[config.mk]
export PLATFORM = sky130hd
export DESIGN_NAME = base64_stream_encoder_top
export DESIGN_NICKNAME = d
export VERILOG_FILES = /design/src/rtl/core/b64se_pkg.sv /design/src/rtl/core/base64_stream_encoder_top.sv /design/src/rtl/core/b64se_front.sv /design/src/rtl/core/b64se_fifo.sv /design/src/rtl/core/b64se_back.sv
export SDC_FILE = /design/constraint.sdc
export NUM_CORES = 1
export LEC_CHECK = 0
export BUFFER_PORTS_ARGS = -buffer_cell sky130_fd_sc_hd__buf_2
export CORE_UTILIZATION = 34
export CTS_CLUSTER_DIAMETER = 40
export DETAILED_ROUTE_END_ITERATION = 16
export GPL_TIMING_DRIVEN = 0
export SETUP_SLACK_MARGIN = 0.5
export SYNTH_ARGS = -nofsm -noshare
export SYNTH_HDL_FRONTEND = slang
export SYNTH_SLANG_ARGS = --single-unit
export TNS_END_PERCENT = 20
[constraint.sdc]
create_clock -name aclk -period 5.4 [get_ports aclk]
set_input_delay 1.08 -clock aclk [delete_from_list [all_inputs] [get_ports aclk]]
set_output_delay 1.08 -clock aclk [all_outputs]
set_load 0.01 [all_outputs]
[src/rtl/core/b64se_pkg.sv]
// Shared types, constants and the symbol lookup for the base64 stream encoder.
`default_nettype none

package b64se_pkg;

    localparam logic [7:0] PAD_CHAR    = 8'h3D;
    localparam logic [5:0] SEXTET_MASK = 6'h3F;

    // Number of significant characters in a group, the rest are padding.
    localparam logic [2:0] SIG_ONE_BYTE  = 3'd2;
    localparam logic [2:0] SIG_TWO_BYTES = 3'd3;
    localparam logic [2:0] SIG_FULL      = 3'd4;

    // One closed group of up to three bytes, zero filled, handed from the front end to the back end.
    typedef struct packed {
        logic [23:0] bits;
        logic [2:0]  sig;
        logic        last;
    } group_t;

    // Map a 6-bit value onto the standard alphabet A-Z, a-z, 0-9, '+', '/'.
    function automatic logic [7:0] b64_symbol(input logic [5:0] v);
        logic [7:0] w;
        w = {2'b00, v & SEXTET_MASK};
        if (w < 8'd26) begin
            b64_symbol = 8'h41 + w;
        end else if (w < 8'd52) begin
            b64_symbol = 8'h61 + (w - 8'd26);
        end else if (w < 8'd62) begin
            b64_symbol = 8'h30 + (w - 8'd52);
        end else if (w == 8'd62) begin
            b64_symbol = 8'h2B;
        end else begin
            b64_symbol = 8'h2F;
        end
    endfunction

endpackage

`default_nettype wire

[src/rtl/core/base64_stream_encoder_top.sv]
// Top level of the base64 stream encoder: front end, group queue, back end.
//
// Input channel (s_): one raw byte per item in s_data_byte, with s_last_byte
// set on the final byte of a message. Output channel (m_): one ASCII
// character per item in m_out_char, with m_last_char set on the final
// character of the encoded message. Both channels use valid/ready.
//
// Every three bytes give four characters from the standard alphabet. A
// message that ends on a group of one or two bytes is zero filled and padded
// with "==" or "=" so that every message yields a multiple of four items.
//
// Path: the group closed by an accepted byte is written into the queue and
// then loaded into the back end once the back end is free; its first
// character is valid once it is loaded. The back end sends one character
// per cycle while the receiver is ready, and loads the next group as it
// sends the last character of the current one, so sustained input is set by
// the single-character output port. The front end takes a byte in every cycle
// while the two-entry group queue has room, so bursts are absorbed while the
// back end drains earlier groups.
//
// Reset (aresetn low, synchronous) drops held bytes, queued groups and the
// character in flight. When the receiver stalls, the current character holds
// steady, the queue fills, and s_ready falls once it holds two groups.
`default_nettype none

module base64_stream_encoder_top
    import b64se_pkg::*;
(
    input  wire logic        aclk,
    input  wire logic        aresetn,
    input  wire logic        s_valid,
    output logic             s_ready,
    input  wire logic [7:0]  s_data_byte,
    input  wire logic        s_last_byte,
    output logic             m_valid,
    input  wire logic        m_ready,
    output logic [7:0]       m_out_char,
    output logic             m_last_char
);

    // Group records travel between the stages as one packed struct.
    group_t push_data;
    group_t pop_data;
    logic   push;
    logic   full;
    logic   pop;
    logic   pop_valid;

    b64se_front u_front (
        .aclk        (aclk),
        .aresetn     (aresetn),
        .s_valid     (s_valid),
        .s_ready     (s_ready),
        .s_data_byte (s_data_byte),
        .s_last_byte (s_last_byte),
        .q_full      (full),
        .q_push      (push),
        .q_data      (push_data)
    );

    b64se_fifo u_fifo (
        .aclk      (aclk),
        .aresetn   (aresetn),
        .push      (push),
        .push_data (push_data),
        .full      (full),
        .pop       (pop),
        .pop_valid (pop_valid),
        .pop_data  (pop_data)
    );

    b64se_back u_back (
        .aclk        (aclk),
        .aresetn     (aresetn),
        .q_valid     (pop_valid),
        .q_data      (pop_data),
        .q_pop       (pop),
        .m_valid     (m_valid),
        .m_ready     (m_ready),
        .m_out_char  (m_out_char),
        .m_last_char (m_last_char)
    );

endmodule

`default_nettype wire

[src/rtl/core/b64se_front.sv]
// Front end: collects input bytes into groups of up to three and closes them.
`default_nettype none

module b64se_front
    import b64se_pkg::*;
(
    input  wire logic        aclk,
    input  wire logic        aresetn,
    input  wire logic        s_valid,
    output logic             s_ready,
    input  wire logic [7:0]  s_data_byte,
    input  wire logic        s_last_byte,
    input  wire logic        q_full,
    output logic             q_push,
    output group_t           q_data
);

    logic [15:0] pending_bytes_reg, pending_bytes_next;
    logic [1:0]  pending_count_reg, pending_count_next;
    logic        accept;

    assign s_ready = !q_full;
    assign accept  = s_valid && s_ready;

    always_comb begin
        pending_bytes_next = pending_bytes_reg;
        pending_count_next = pending_count_reg;
        q_push             = 1'b0;
        q_data.bits        = {s_data_byte, 16'h0000};
        q_data.sig         = SIG_ONE_BYTE;
        q_data.last        = 1'b1;
        unique case (pending_count_reg)
            2'd1: begin
                q_data.bits = {pending_bytes_reg[15:8], s_data_byte, 8'h00};
                q_data.sig  = SIG_TWO_BYTES;
                if (accept) begin
                    if (s_last_byte) begin
                        q_push             = 1'b1;
                        pending_bytes_next = 16'h0000;
                        pending_count_next = 2'd0;
                    end else begin
                        pending_bytes_next = {pending_bytes_reg[15:8], s_data_byte};
                        pending_count_next = 2'd2;
                    end
                end
            end
            2'd2: begin
                q_data.bits = {pending_bytes_reg, s_data_byte};
                q_data.sig  = SIG_FULL;
                q_data.last = s_last_byte;
                if (accept) begin
                    q_push             = 1'b1;
                    pending_bytes_next = 16'h0000;
                    pending_count_next = 2'd0;
                end
            end
            default: begin
                // An empty holder, or the unreachable count of three.
                if (accept) begin
                    if (s_last_byte) begin
                        q_push             = 1'b1;
                        pending_bytes_next = 16'h0000;
                        pending_count_next = 2'd0;
                    end else begin
                        pending_bytes_next = {s_data_byte, 8'h00};
                        pending_count_next = 2'd1;
                    end
                end
            end
        endcase
    end

    always_ff @(posedge aclk) begin
        if (!aresetn) begin
            pending_bytes_reg <= 16'h0000;
            pending_count_reg <= 2'd0;
        end else begin
            pending_bytes_reg <= pending_bytes_next;
            pending_count_reg <= pending_count_next;
        end
    end

endmodule

`default_nettype wire

[src/rtl/core/b64se_fifo.sv]
// Two-entry queue of closed groups between the front and back ends.
`default_nettype none

module b64se_fifo
    import b64se_pkg::*;
(
    input  wire logic   aclk,
    input  wire logic   aresetn,
    input  wire logic   push,
    input  group_t      push_data,
    output logic        full,
    input  wire logic   pop,
    output logic        pop_valid,
    output group_t      pop_data
);

    group_t     mem_reg [2];
    logic       wr_ptr_reg, wr_ptr_next;
    logic       rd_ptr_reg, rd_ptr_next;
    logic [1:0] count_reg, count_next;
    logic       do_push, do_pop;

    assign full      = (count_reg == 2'd2);
    assign pop_valid = (count_reg != 2'd0);
    assign pop_data  = mem_reg[rd_ptr_reg];
    assign do_push   = push && !full;
    assign do_pop    = pop && pop_valid;

    always_comb begin
        wr_ptr_next = do_push ? !wr_ptr_reg : wr_ptr_reg;
        rd_ptr_next = do_pop  ? !rd_ptr_reg : rd_ptr_reg;
        count_next  = count_reg;
        if (do_push && !do_pop) begin
            count_next = count_reg + 2'd1;
        end else if (do_pop && !do_push) begin
            count_next = count_reg - 2'd1;
        end
    end

    always_ff @(posedge aclk) begin
        if (do_push) begin
            mem_reg[wr_ptr_reg] <= push_data;
        end
    end

    always_ff @(posedge aclk) begin
        if (!aresetn) begin
            wr_ptr_reg <= 1'b0;
            rd_ptr_reg <= 1'b0;
            count_reg  <= 2'd0;
        end else begin
            wr_ptr_reg <= wr_ptr_next;
            rd_ptr_reg <= rd_ptr_next;
            count_reg  <= count_next;
        end
    end

endmodule

`default_nettype wire

[src/rtl/core/b64se_back.sv]
// Back end: turns one queued group into four output characters.
`default_nettype none

module b64se_back
    import b64se_pkg::*;
(
    input  wire logic        aclk,
    input  wire logic        aresetn,
    input  wire logic        q_valid,
    input  group_t           q_data,
    output logic             q_pop,
    output logic             m_valid,
    input  wire logic        m_ready,
    output logic [7:0]       m_out_char,
    output logic             m_last_char
);

    group_t     group_reg;
    logic       busy_reg, busy_next;
    logic [1:0] idx_reg, idx_next;
    logic       final_char, advance;
    logic [5:0] sextet;

    assign final_char = (idx_reg == 2'd3);
    assign advance    = busy_reg && m_ready;
    assign q_pop      = q_valid && (!busy_reg || (advance && final_char));

    always_comb begin
        busy_next = busy_reg;
        idx_next  = idx_reg;
        if (q_pop) begin
            busy_next = 1'b1;
            idx_next  = 2'd0;
        end else if (advance) begin
            idx_next = idx_reg + 2'd1;
            if (final_char) begin
                busy_next = 1'b0;
            end
        end
    end

    always_comb begin
        unique case (idx_reg)
            2'd0:    sextet = group_reg.bits[23:18];
            2'd1:    sextet = group_reg.bits[17:12];
            2'd2:    sextet = group_reg.bits[11:6];
            default: sextet = group_reg.bits[5:0];
        endcase
    end

    assign m_valid     = busy_reg;
    assign m_out_char  = ({1'b0, idx_reg} < group_reg.sig) ? b64_symbol(sextet) : PAD_CHAR;
    assign m_last_char = group_reg.last && final_char;

    always_ff @(posedge aclk) begin
        if (q_pop) begin
            group_reg <= q_data;
        end
    end

    always_ff @(posedge aclk) begin
        if (!aresetn) begin
            busy_reg <= 1'b0;
            idx_reg  <= 2'd0;
        end else begin
            busy_reg <= busy_next;
            idx_reg  <= idx_next;
        end
    end

endmodule

`default_nettype wire

==> qor.json, run 1 <==
{
  "mostFrequentLayoutCell": {"value": "sky130_fd_sc_hd__edfxtp_1"},
  "largest_vdd_supply_drop": {"value": 0.194, "unit": "mV"},
  "cts_hold_buf": {"value": 0},
  "min-delay-path-class": {"value": "register to register"},
  "synth-edff-count": {"value": 84},
  "postSynthAreaPerCell": {"value": 12.7, "unit": "um^2"},
  "setup_viol": {"value": 0},
  "track_usage": {"value": 13.2, "unit": "%"},
  "dr_wl_cell": {"value": 15.0, "unit": "um"},
  "final_cycle_share": {"value": 83.6, "unit": "%"},
  "synth_simple_gate_area_share": {"value": 11.3, "unit": "%"},
  "clock.fmax": {"value": 221, "unit": "MHz"},
  "grt_start_max_net_pins": {"value": 30},
  "worst-slew-pin-transition": {"value": 1310, "unit": "ps"},
  "finalSetupTns": {"value": 0, "unit": "ps"},
  "post-route-drc-count": {"value": 0},
  "die_ht": {"value": 122, "unit": "um"},
  "num-nets-final": {"value": 446},
  "flip_flop_count_of_the_largest_register_all_copies_and_words_added": {"value": 56},
  "min-delay-start": {"value": "u_front.pending_bytes_reg[11]$_SDFFE_PN0P_"},
  "post-cts-setup-buffers": {"value": 0},
  "ctsResizeCount": {"value": 0},
  "cp_max_fo": {"value": 10},
  "start_kind": {"value": "register"},
  "grt_pass1_vias": {"value": 2884},
  "fp.dieW": {"value": 122, "unit": "um"},
  "dominant_combinational_cell_family_by_area_after_synthesis": {"value": "simple AND/OR/NAND/NOR gates"},
  "power_leakage": {"value": 1.90, "unit": "nW"},
  "hold_viol_final": {"value": 0},
  "detailedRoute.firstIterationViolations": {"value": 176},
  "yosys_most_used_dff": {"value": "sky130_fd_sc_hd__edfxtp_1"},
  "slowest_delay": {"value": 380, "unit": "ps"},
  "async_reset_ff_share": {"value": 0, "unit": "%"},
  "num-fill-cells": {"value": 1297},
  "number_of_synthesized_register_bits": {"value": 109},
  "detailed_place_hpwl": {"value": 6.56, "unit": "mm"},
  "synth_to_layout_area_growth": {"value": 13.2, "unit": "%"},
  "global_route_wire_length_before_repair": {"value": 14.7, "unit": "mm"},
  "comb_power_share": {"value": 32.5, "unit": "%"},
  "antenna_found_initial": {"value": 0},
  "path_delay_family": {"value": "compound AO/OA/AOI/OAI gates"},
  "clock_tree.htree_level_count": {"value": 3},
  "cp_data_arrival_time": {"value": 3430, "unit": "ps"},
  "ys_warn_count": {"value": 0},
  "min_period": {"value": 4510, "unit": "ps"},
  "yosys.area_share.adder": {"value": 3.59, "unit": "%"},
  "final-seq-area": {"value": 3020, "unit": "um^2"},
  "synth_area_in_compound_gates": {"value": 11.0, "unit": "%"},
  "post_synth_xor_area_fraction": {"value": 1.08, "unit": "%"},
  "sequentialPowerShare": {"value": 42.7, "unit": "%"},
  "switching_share": {"value": 31.7, "unit": "%"},
  "routed-via-count": {"value": 2935},
  "antenna-diode-count": {"value": 0},
  "floorplan.core_area": {"value": 13900, "unit": "um^2"},
  "first_pass_iters": {"value": 5},
  "mappedNetlistArea": {"value": 4870, "unit": "um^2"},
  "synthMuxAreaShare": {"value": 7.91, "unit": "%"},
  "start_util": {"value": 35.0, "unit": "%"},
  "grt_overflow": {"value": 0},
  "clk_pin_slew_worst_paths": {"value": 70, "unit": "ps"},
  "setup_slack": {"value": 885, "unit": "ps"},
  "crit_buf_inv": {"value": 3},
  "cpMostUsedCell": {"value": "sky130_fd_sc_hd__ha_1"},
  "cts_made_buffers": {"value": 9},
  "ant_nets": {"value": 0},
  "worstSetupStartpoint": {"value": "u_back.idx_reg[0]$_SDFFE_PP0P_"},
  "clock_tree_from_tritoncts": {"value": "yes"},
  "status": {"value": "finished clean"},
  "power-per-cell-area": {"value": 471, "unit": "nW/um^2"},
  "finalPower": {"value": 2.60, "unit": "mW"},
  "net-switching-power": {"value": 0.826, "unit": "mW"},
  "timing.final.max_slew_violations": {"value": 0},
  "drt-vias-per-instance": {"value": 4.86},
  "path_cells": {"value": "inv_1, ha_1, a222oi_1, mux2_4, inv_2, ha_1, nand2b_1, a311o_1, nand3_2, xnor2_1, a221o_1, buf_2"},
  "clkLatencyLatePin": {"value": 340, "unit": "ps"},
  "fin_worst_skew": {"value": 6.48, "unit": "ps"},
  "slew_headroom": {"value": 12.8, "unit": "%"},
  "finalWirelength": {"value": 9.08, "unit": "mm"},
  "critPathRequiredTime": {"value": 4320, "unit": "ps"},
  "yosysSeqAreaShare": {"value": 62.0, "unit": "%"},
  "clock_tree.buffer_depth": {"value": 2},
  "final_cell_mix": {"value": "sky130_fd_sc_hd__edfxtp_1 (84), sky130_fd_sc_hd__nand2_1 (37), sky130_fd_sc_hd__mux2_2 (29)"},
  "timing.max_cap.violations": {"value": 0},
  "standard_cell_with_the_maximum_stage_delay_on_the_critical_path": {"value": "sky130_fd_sc_hd__a222oi_1"},
  "num_rows": {"value": 43},
  "multi_input_comb_area": {"value": 1710, "unit": "um^2"},
  "overall_die_area": {"value": 14800, "unit": "um^2"},
  "rsz0062_at_grt": {"value": "false"},
  "relative_contribution_of_the_clock_network_to_total_power": {"value": 24.8, "unit": "%"},
  "cts.sinks": {"value": 109},
  "cts_root_buffer": {"value": "sky130_fd_sc_hd__clkbuf_16"},
  "routabilityCongestion": {"value": 0.915},
  "power_report.internal_total": {"value": 1.78, "unit": "mW"},
  "io_pins": {"value": 24},
  "fraction_of_layout_instances_using_a_drive_strength_above_1": {"value": 19.6, "unit": "%"},
  "r2r-start": {"value": "u_front.pending_count_reg[0]$_SDFFE_PN0P_"},
  "timing_worst_setup_path_type": {"value": "register to primary output"},
  "syn_nets": {"value": 412},
  "detailedPlace.worstSlack": {"value": 1250, "unit": "ps"},
  "syn-instance-count": {"value": 385},
  "portbufs": {"value": 23},
  "post_synth_cell_types": {"value": 48},
  "crit_path_end_kind": {"value": "primary output"}
}
## Yosys cell counts, types with 2 or more instances
master                      number  area [um^2]
sky130_fd_sc_hd__a311o_1         3         30.0
sky130_fd_sc_hd__or3_1           2         12.5
sky130_fd_sc_hd__dfxtp_1        25          500
sky130_fd_sc_hd__a22oi_1        19          143
sky130_fd_sc_hd__and2_1         13         81.3
sky130_fd_sc_hd__inv_1          13         48.8
sky130_fd_sc_hd__ha_1           14          175
sky130_fd_sc_hd__nor2_1         18         67.6
sky130_fd_sc_hd__edfxtp_1       84         2520
sky130_fd_sc_hd__mux2_2         29          327
sky130_fd_sc_hd__o21ai_0        12         60.1
sky130_fd_sc_hd__a211oi_1        2         15.0
sky130_fd_sc_hd__nand3_1        10         50.1
sky130_fd_sc_hd__nand4_1         2         12.5
sky130_fd_sc_hd__inv_2           3         11.3
sky130_fd_sc_hd__or2_2           2         12.5
sky130_fd_sc_hd__mux2i_1         3         30.0
sky130_fd_sc_hd__clkbuf_1       15         56.3
sky130_fd_sc_hd__nand2_1        37          139
sky130_fd_sc_hd__xnor2_1         5         43.8
sky130_fd_sc_hd__nor2b_1        11         68.8
sky130_fd_sc_hd__a222oi_1        3         30.0
sky130_fd_sc_hd__nor3_1          6         30.0
sky130_fd_sc_hd__o2bb2ai_1       2         17.5
sky130_fd_sc_hd__nand2b_1        7         43.8
sky130_fd_sc_hd__o211ai_1        2         15.0
sky130_fd_sc_hd__a21oi_1        12         60.1
sky130_fd_sc_hd__clkbuf_8        2         27.5
sky130_fd_sc_hd__a21boi_0       10         75.1
## routing by layer
layer  wire (um)  GRT usage, %  up-vias
li1            -             -     1478
met1        4490          17.8     1398
met2        4220          21.2       53
met3         270          2.67        6
met4          98          3.94        0
met5           0             0        -
## path summary, 6_finish.rpt
kind | endpoint | slack [ps] | cells past startpoint
worst min register to register | u_front.pending_bytes_reg[11]$_SDFFE_PN0P_ | 470 | 2
worst max register to register | u_fifo.mem_reg[1][24]$_DFFE_PP_ | 2590 | 6
worst max-delay path | m_out_char[4] | 890 | 12
worst min-delay path | u_front.pending_bytes_reg[11]$_SDFFE_PN0P_ | 470 | 2
## per-stage QoR
| stage | std cells | hold slack [ps] | util, % | area (um^2) |
|---|---|---|---|---|
| floorplan | 385 | 441 | - | 4870 |
| global placement | 588 | 452 | 37.4 | 5210 |
| detailed placement | 588 | 459 | 37.5 | 5220 |
| CTS | 604 | 469 | 39.6 | 5520 |
| global route | 604 | 499 | 39.6 | 5520 |
| finish | 604 | 467 | 39.6 | 5520 |
## power by group through the flow
stage / Combinational (mW) / Clock, mW / Sequential (mW)
6_report: 0.846 / 0.644 / 1.11
5_1_grt: 0.932 / 0.690 / 1.12
4_1_cts: 0.851 / 0.656 / 1.11
3_5_place_dp: 0.846 / 0 / 1.13
3_3_place_gp: 0.820 / 0 / 1.13
2_1_floorplan: 0.623 / 0 / 1.12
## worst min-delay path, stage by stage (launching register included)
cell                       delay (ps)
sky130_fd_sc_hd__dfxtp_1          310
sky130_fd_sc_hd__nand2_1           50
sky130_fd_sc_hd__a21boi_0          60
## area by class of cell
cell class                      count  share of cell area [%]
Clock buffer                        9                    4.08
Clock inverter                      7                    1.31
Timing Repair Buffer               23                    2.09
Inverter                           16                    1.09
Tap cell                          180                    4.08
Sequential cell                   109                    54.8
Buffer                             18                    1.61
Multi-Input combinational cell    242                    31.0
## cell families after synthesis
group,count (synthesis)
flops,109
buf+inv,34
xor+xnor,6
compound gates,76
mux,34
simple gates,112
fa+ha+maj,14
No activity file was read; power rests on OpenSTA's default activity.
==> inputs of run 2 (changes only) <==
Clock period 5.4 ns to 4.4 ns, I/O delays scaled along.
==> qor.json, run 2 (synthesis results as in run 1) <==
{
  "timing.max_cap.violations": {"value": 0},
  "gr-usage-met2": {"value": 21.8, "unit": "%"},
  "start_util": {"value": 35.0, "unit": "%"},
  "finalSetupTns": {"value": 0, "unit": "ps"},
  "cts_made_buffers": {"value": 9},
  "post-route-drc-count": {"value": 0},
  "track_usage": {"value": 13.4, "unit": "%"},
  "crit_path_end_kind": {"value": "primary output"},
  "start_kind": {"value": "register"},
  "grt_start_max_net_pins": {"value": 30},
  "dp_cell_count": {"value": 588},
  "worst-slew-pin-transition": {"value": 1280, "unit": "ps"},
  "grt_overflow": {"value": 0},
  "portbufs": {"value": 23},
  "post_layout_nonfiller_instances": {"value": 611},
  "dr_wl_cell": {"value": 15.1, "unit": "um"},
  "r2r-start": {"value": "u_front.pending_count_reg[0]$_SDFFE_PN0P_"},
  "io_pins": {"value": 24},
  "critPathRequiredTime": {"value": 3520, "unit": "ps"},
  "final_cell_mix": {"value": "sky130_fd_sc_hd__edfxtp_1 (84), sky130_fd_sc_hd__nand2_1 (37), sky130_fd_sc_hd__mux2_2 (29)"},
  "finalPower": {"value": 3.28, "unit": "mW"},
  "clkLatencyLatePin": {"value": 340, "unit": "ps"},
  "postLayoutCellArea": {"value": 5640, "unit": "um^2"},
  "routabilityCongestion": {"value": 0.915},
  "use_met3": {"value": 2.67, "unit": "%"},
  "fin_worst_skew": {"value": 6.12, "unit": "ps"},
  "finalWirelength": {"value": 9.26, "unit": "mm"},
  "final_cycle_share": {"value": 87.1, "unit": "%"},
  "overall_die_area": {"value": 14800, "unit": "um^2"},
  "power-per-cell-area": {"value": 581, "unit": "nW/um^2"},
  "cp_data_arrival_time": {"value": 2950, "unit": "ps"},
  "switching_share": {"value": 31.8, "unit": "%"},
  "detailedRoute.firstIterationViolations": {"value": 175},
  "timing_worst_setup_path_type": {"value": "register to primary output"},
  "largest_vdd_supply_drop": {"value": 0.240, "unit": "mV"},
  "global_route.usage.met1": {"value": 18.1, "unit": "%"},
  "clock_tree.htree_level_count": {"value": 3},
  "hold_ws": {"value": 467, "unit": "ps"},
  "clock_tree.buffer_depth": {"value": 2},
  "min-delay-path-class": {"value": "register to register"},
  "fp.dieW": {"value": 122, "unit": "um"},
  "rsz0062_at_grt": {"value": "true"},
  "final_core_utilization": {"value": 40.5, "unit": "%"},
  "fraction_of_layout_instances_using_a_drive_strength_above_1": {"value": 23.7, "unit": "%"},
  "mostFrequentLayoutCell": {"value": "sky130_fd_sc_hd__edfxtp_1"},
  "global_route_wire_length_before_repair": {"value": 15.0, "unit": "mm"},
  "first_pass_iters": {"value": 5},
  "ant_nets": {"value": 0},
  "clock.fmax": {"value": 261, "unit": "MHz"},
  "slew_headroom": {"value": 14.6, "unit": "%"},
  "flip_flop_count_of_the_largest_register_all_copies_and_words_added": {"value": 56},
  "grt-busiest-layer": {"value": "met2"},
  "relative_contribution_of_the_clock_network_to_total_power": {"value": 24.1, "unit": "%"},
  "detailed_place_hpwl": {"value": 6.56, "unit": "mm"},
  "power_leakage": {"value": 1.94, "unit": "nW"},
  "min-delay-start": {"value": "u_front.pending_bytes_reg[11]$_SDFFE_PN0P_"},
  "clk_pin_slew_worst_paths": {"value": 70, "unit": "ps"},
  "sequentialPowerShare": {"value": 41.7, "unit": "%"},
  "timing.final.max_slew_violations": {"value": 0},
  "drt-vias-per-instance": {"value": 4.86},
  "setup_slack": {"value": 566, "unit": "ps"},
  "setup_viol": {"value": 0},
  "antenna-diode-count": {"value": 0},
  "floorplan.core_area": {"value": 13900, "unit": "um^2"},
  "num_rows": {"value": 43},
  "synth_to_layout_area_growth": {"value": 15.7, "unit": "%"},
  "grt_pass1_vias": {"value": 2914},
  "cts.sinks": {"value": 109},
  "hold_viol_final": {"value": 0},
  "antenna_found_initial": {"value": 0},
  "routed-via-count": {"value": 2972},
  "power_report.internal_total": {"value": 2.23, "unit": "mW"},
  "worstSetupStartpoint": {"value": "u_back.idx_reg[0]$_SDFFE_PP0P_"},
  "postPlaceCellArea": {"value": 5220, "unit": "um^2"},
  "comb_power_share": {"value": 34.2, "unit": "%"},
  "die_ht": {"value": 122, "unit": "um"},
  "cp_max_fo": {"value": 5},
  "min_period": {"value": 3830, "unit": "ps"},
  "cts_hold_buf": {"value": 0},
  "status": {"value": "finished clean"},
  "detailedPlace.worstSlack": {"value": 447, "unit": "ps"},
  "cts_root_buffer": {"value": "sky130_fd_sc_hd__clkbuf_16"},
  "num-nets-final": {"value": 453},
  "clock_tree_from_tritoncts": {"value": "yes"},
  "net-switching-power": {"value": 1.04, "unit": "mW"}
}
-- run 2: path summary, 6_finish.rpt --
path | endpoint | slack (ps) | depth (start not counted)
worst min register to register | u_front.pending_bytes_reg[11]$_SDFFE_PN0P_ | 470 | 2
worst max register to register | u_fifo.mem_reg[1][26]$_DFFE_PP_ | 1610 | 6
worst max-delay path | m_out_char[4] | 570 | 12
worst min-delay path | u_front.pending_bytes_reg[11]$_SDFFE_PN0P_ | 470 | 2
-- run 2: repair_timing --
item                       in CTS  in global routing
resized for setup              14                  3
pin swaps                       5                  3
setup endpoints to repair       6                  6
buffers inserted                4                  3
-- run 2: power groups by stage --
stage | clock network [mW] | registers (mW) | logic [mW]
6_report | 0.789 | 1.37 | 1.12
5_1_grt | 0.847 | 1.38 | 1.22
4_1_cts | 0.805 | 1.37 | 1.08
3_5_place_dp | 0 | 1.39 | 1.04
3_3_place_gp | 0 | 1.39 | 1.01
2_1_floorplan | 0 | 1.37 | 0.765
-- run 2: final cells by class --
| type | instances | area, um^2 |
|---|---|---|
| sequential | 109 | 3030 |
| timing repair buffer | 30 | 168 |
| clock inverter | 7 | 72.6 |
| fill | 1295 | 8300 |
| clock buffer | 9 | 225 |
| tap | 180 | 225 |
| multi-input combinational | 242 | 1770 |
| buffer | 18 | 88.8 |
| inverter | 16 | 60.1 |
-- run 2: worst max-delay path: stages (launching register included) --
cell,delay (ps)
sky130_fd_sc_hd__dfxtp_4,380
sky130_fd_sc_hd__inv_2,70
sky130_fd_sc_hd__ha_4,180
sky130_fd_sc_hd__a222oi_1,350
sky130_fd_sc_hd__mux2_4,230
sky130_fd_sc_hd__inv_2,70
sky130_fd_sc_hd__ha_4,220
sky130_fd_sc_hd__nand2b_4,160
sky130_fd_sc_hd__a311o_1,340
sky130_fd_sc_hd__nand3_2,90
sky130_fd_sc_hd__xnor2_1,80
sky130_fd_sc_hd__a221o_1,320
sky130_fd_sc_hd__buf_2,140
-- run 2: metal layers --
metal	wire length, um	vias up
li1	-	1498
met1	4490	1387
met2	4320	73
met3	320	14
met4	129	0
met5	0	-
==> inputs of run 3 (changes only) <==
Settings changed: CORE_MARGIN set to 2.
==> qor.json, run 3 (synthesis results as in run 1) <==
{
  "grt_overflow": {"value": 0},
  "fraction_of_layout_instances_using_a_drive_strength_above_1": {"value": 24.7, "unit": "%"},
  "clock_tree_from_tritoncts": {"value": "yes"},
  "path_depth": {"value": 12},
  "detailed_place_hpwl": {"value": 6.61, "unit": "mm"},
  "rsz0062_at_grt": {"value": "true"},
  "power-per-cell-area": {"value": 577, "unit": "nW/um^2"},
  "drt-vias-per-instance": {"value": 4.94},
  "clk_pin_slew_worst_paths": {"value": 70, "unit": "ps"},
  "num_rows": {"value": 43},
  "cts_made_buffers": {"value": 9},
  "antenna-diode-count": {"value": 0},
  "fp.dieW": {"value": 124, "unit": "um"},
  "detailedRoute.firstIterationViolations": {"value": 245},
  "fin_worst_skew": {"value": 5.62, "unit": "ps"},
  "worstRegToRegCells": {"value": 6},
  "worstSetupStartpoint": {"value": "u_back.idx_reg[0]$_SDFFE_PP0P_"},
  "clock_tree.htree_level_count": {"value": 3},
  "overall_die_area": {"value": 15300, "unit": "um^2"},
  "track_usage": {"value": 13.3, "unit": "%"},
  "synth_to_layout_area_growth": {"value": 16.7, "unit": "%"},
  "flip_flop_count_of_the_largest_register_all_copies_and_words_added": {"value": 56},
  "mostFrequentLayoutCell": {"value": "sky130_fd_sc_hd__edfxtp_1"},
  "r2r-start": {"value": "u_front.pending_count_reg[0]$_SDFFE_PN0P_"},
  "setup_viol": {"value": 0},
  "worst-slew-pin-transition": {"value": 1300, "unit": "ps"},
  "cts.sinks": {"value": 109},
  "hold_viol_final": {"value": 0},
  "final_cell_mix": {"value": "sky130_fd_sc_hd__edfxtp_1 (84), sky130_fd_sc_hd__nand2_1 (37), sky130_fd_sc_hd__mux2_2 (29)"},
  "clkLatencyLatePin": {"value": 340, "unit": "ps"},
  "num-nets-final": {"value": 455},
  "start_kind": {"value": "register"},
  "cp_max_fo": {"value": 5},
  "ant_nets": {"value": 0},
  "start_util": {"value": 35.0, "unit": "%"},
  "finalSetupTns": {"value": 0, "unit": "ps"},
  "routabilityCongestion": {"value": 0.877},
  "global_route_wire_length_before_repair": {"value": 15.4, "unit": "mm"},
  "min-delay-path-class": {"value": "register to register"},
  "status": {"value": "finished clean"},
  "timing.final.max_slew_violations": {"value": 0},
  "crit_path_end_kind": {"value": "primary output"},
  "slowest_delay": {"value": 380, "unit": "ps"},
  "cp_data_arrival_time": {"value": 2960, "unit": "ps"},
  "final_cycle_share": {"value": 87.3, "unit": "%"},
  "routed-via-count": {"value": 3029},
  "grt_pass1_vias": {"value": 2990},
  "grt_start_max_net_pins": {"value": 30},
  "hold_ws": {"value": 463, "unit": "ps"},
  "largest_vdd_supply_drop": {"value": 0.228, "unit": "mV"},
  "endpoint": {"value": "m_out_char[4]"},
  "worst_r2r_endpoint": {"value": "u_fifo.mem_reg[1][10]$_DFFE_PP_"},
  "timing.max_cap.violations": {"value": 0},
  "multi_input_comb_area": {"value": 1810, "unit": "um^2"},
  "timing_worst_setup_path_type": {"value": "register to primary output"},
  "path_cells": {"value": "inv_4, ha_4, a222oi_1, mux2_4, inv_2, ha_4, nand2b_4, a311o_1, nand3_2, xnor2_1, a221o_1, buf_2"},
  "clock_tree.buffer_depth": {"value": 2},
  "power_leakage": {"value": 1.95, "unit": "nW"},
  "portbufs": {"value": 23},
  "floorplan.core_area": {"value": 13900, "unit": "um^2"},
  "finalPower": {"value": 3.28, "unit": "mW"},
  "min_period": {"value": 3840, "unit": "ps"},
  "die_ht": {"value": 124, "unit": "um"},
  "critPathRequiredTime": {"value": 3520, "unit": "ps"},
  "clock.fmax": {"value": 260, "unit": "MHz"},
  "cpMostUsedCell": {"value": "sky130_fd_sc_hd__ha_4"},
  "reg2reg_setup_slack": {"value": 1580, "unit": "ps"},
  "standard_cell_with_the_maximum_stage_delay_on_the_critical_path": {"value": "sky130_fd_sc_hd__dfxtp_4"},
  "final-seq-area": {"value": 3030, "unit": "um^2"},
  "dr_wl_cell": {"value": 15.5, "unit": "um"},
  "crit_buf_inv": {"value": 3},
  "cts_root_buffer": {"value": "sky130_fd_sc_hd__clkbuf_16"},
  "io_pins": {"value": 24},
  "first_pass_iters": {"value": 4},
  "post-route-drc-count": {"value": 0},
  "slew_headroom": {"value": 13.0, "unit": "%"},
  "path_delay_family": {"value": "compound AO/OA/AOI/OAI gates"},
  "num-fill-cells": {"value": 1298},
  "antenna_found_initial": {"value": 0},
  "finalWirelength": {"value": 9.47, "unit": "mm"}
}
-- run 3: changes by cell type in the layout (fill, tap and decap cells not counted), moves of 2 or more --
cell / change
sky130_fd_sc_hd__buf_4: +2
sky130_fd_sc_hd__ha_2: -2
sky130_fd_sc_hd__ha_4: +3
sky130_fd_sc_hd__inv_2: -2
sky130_fd_sc_hd__inv_4: +2
-- run 3: worst min-delay path, stage by stage (launching register included) --
cell                       delay, ps
sky130_fd_sc_hd__dfxtp_1         310
sky130_fd_sc_hd__nand2_1          50
sky130_fd_sc_hd__a21boi_0         60
-- run 3: how the worst min path moves through the flow --
stage	slack, ps	cells after the start	start	to
global route	500	2	u_front.pending_bytes_reg[8]$_SDFFE_PN0P_	u_front.pending_bytes_reg[8]$_SDFFE_PN0P_
floorplan	440	2	u_front.pending_bytes_reg[10]$_SDFFE_PN0P_	u_front.pending_bytes_reg[10]$_SDFFE_PN0P_
finish	460	2	u_front.pending_bytes_reg[11]$_SDFFE_PN0P_	u_front.pending_bytes_reg[11]$_SDFFE_PN0P_
CTS	470	2	u_front.pending_bytes_reg[11]$_SDFFE_PN0P_	u_front.pending_bytes_reg[11]$_SDFFE_PN0P_
detailed placement	460	2	u_front.pending_bytes_reg[11]$_SDFFE_PN0P_	u_front.pending_bytes_reg[11]$_SDFFE_PN0P_
global placement	450	2	u_front.pending_bytes_reg[9]$_SDFFE_PN0P_	u_front.pending_bytes_reg[9]$_SDFFE_PN0P_
-- run 3: what timing repair did --
item	in CTS	in global routing
resized for setup	14	12
setup endpoints to repair	6	7
hold buffers	0	0
pin swaps	5	3
setup buffers	7	2
-- run 3: layer usage --
metal / global-route usage, % / vias up / part of all wire [%]
met1: 18.5 / 1449 / 49
met3: 1.65 / 13 / 3.0
met4: 5.11 / 0 / 1.8
li1: - / 1503 / -
met2: 21.2 / 64 / 47
met5: 0 / - / 0
-- run 3: layout make-up --
class,count,area share (%)
buffer,18,1.58
clock buffer,9,3.96
sequential,109,53.3
inverter,16,1.14
multi-input combinational,242,31.9
timing repair buffer,32,3.21
tap,180,3.96
clock inverter,7,1.01
-- run 3: metrics by stage --
stage / worst slack, ps / area, um^2 / instances / util [%]
2_1_floorplan: 909 / 4870 / 385 / -
3_3_place_gp: 543 / 5210 / 588 / 37.4
3_5_place_dp: 477 / 5220 / 588 / 37.5
4_1_cts: 511 / 5600 / 611 / 40.2
5_1_grt: 399 / 5690 / 613 / 40.8
6_report: 561 / 5690 / 613 / 40.8
-- run 3: power breakdown --
part | total [mW] | internal [mW] | switching [mW]
combinational | 1.15 | 0.495 | 0.659
clock | 0.759 | 0.392 | 0.367
sequential | 1.37 | 1.31 | 0.0537
total | 3.28 | 2.20 | 1.08
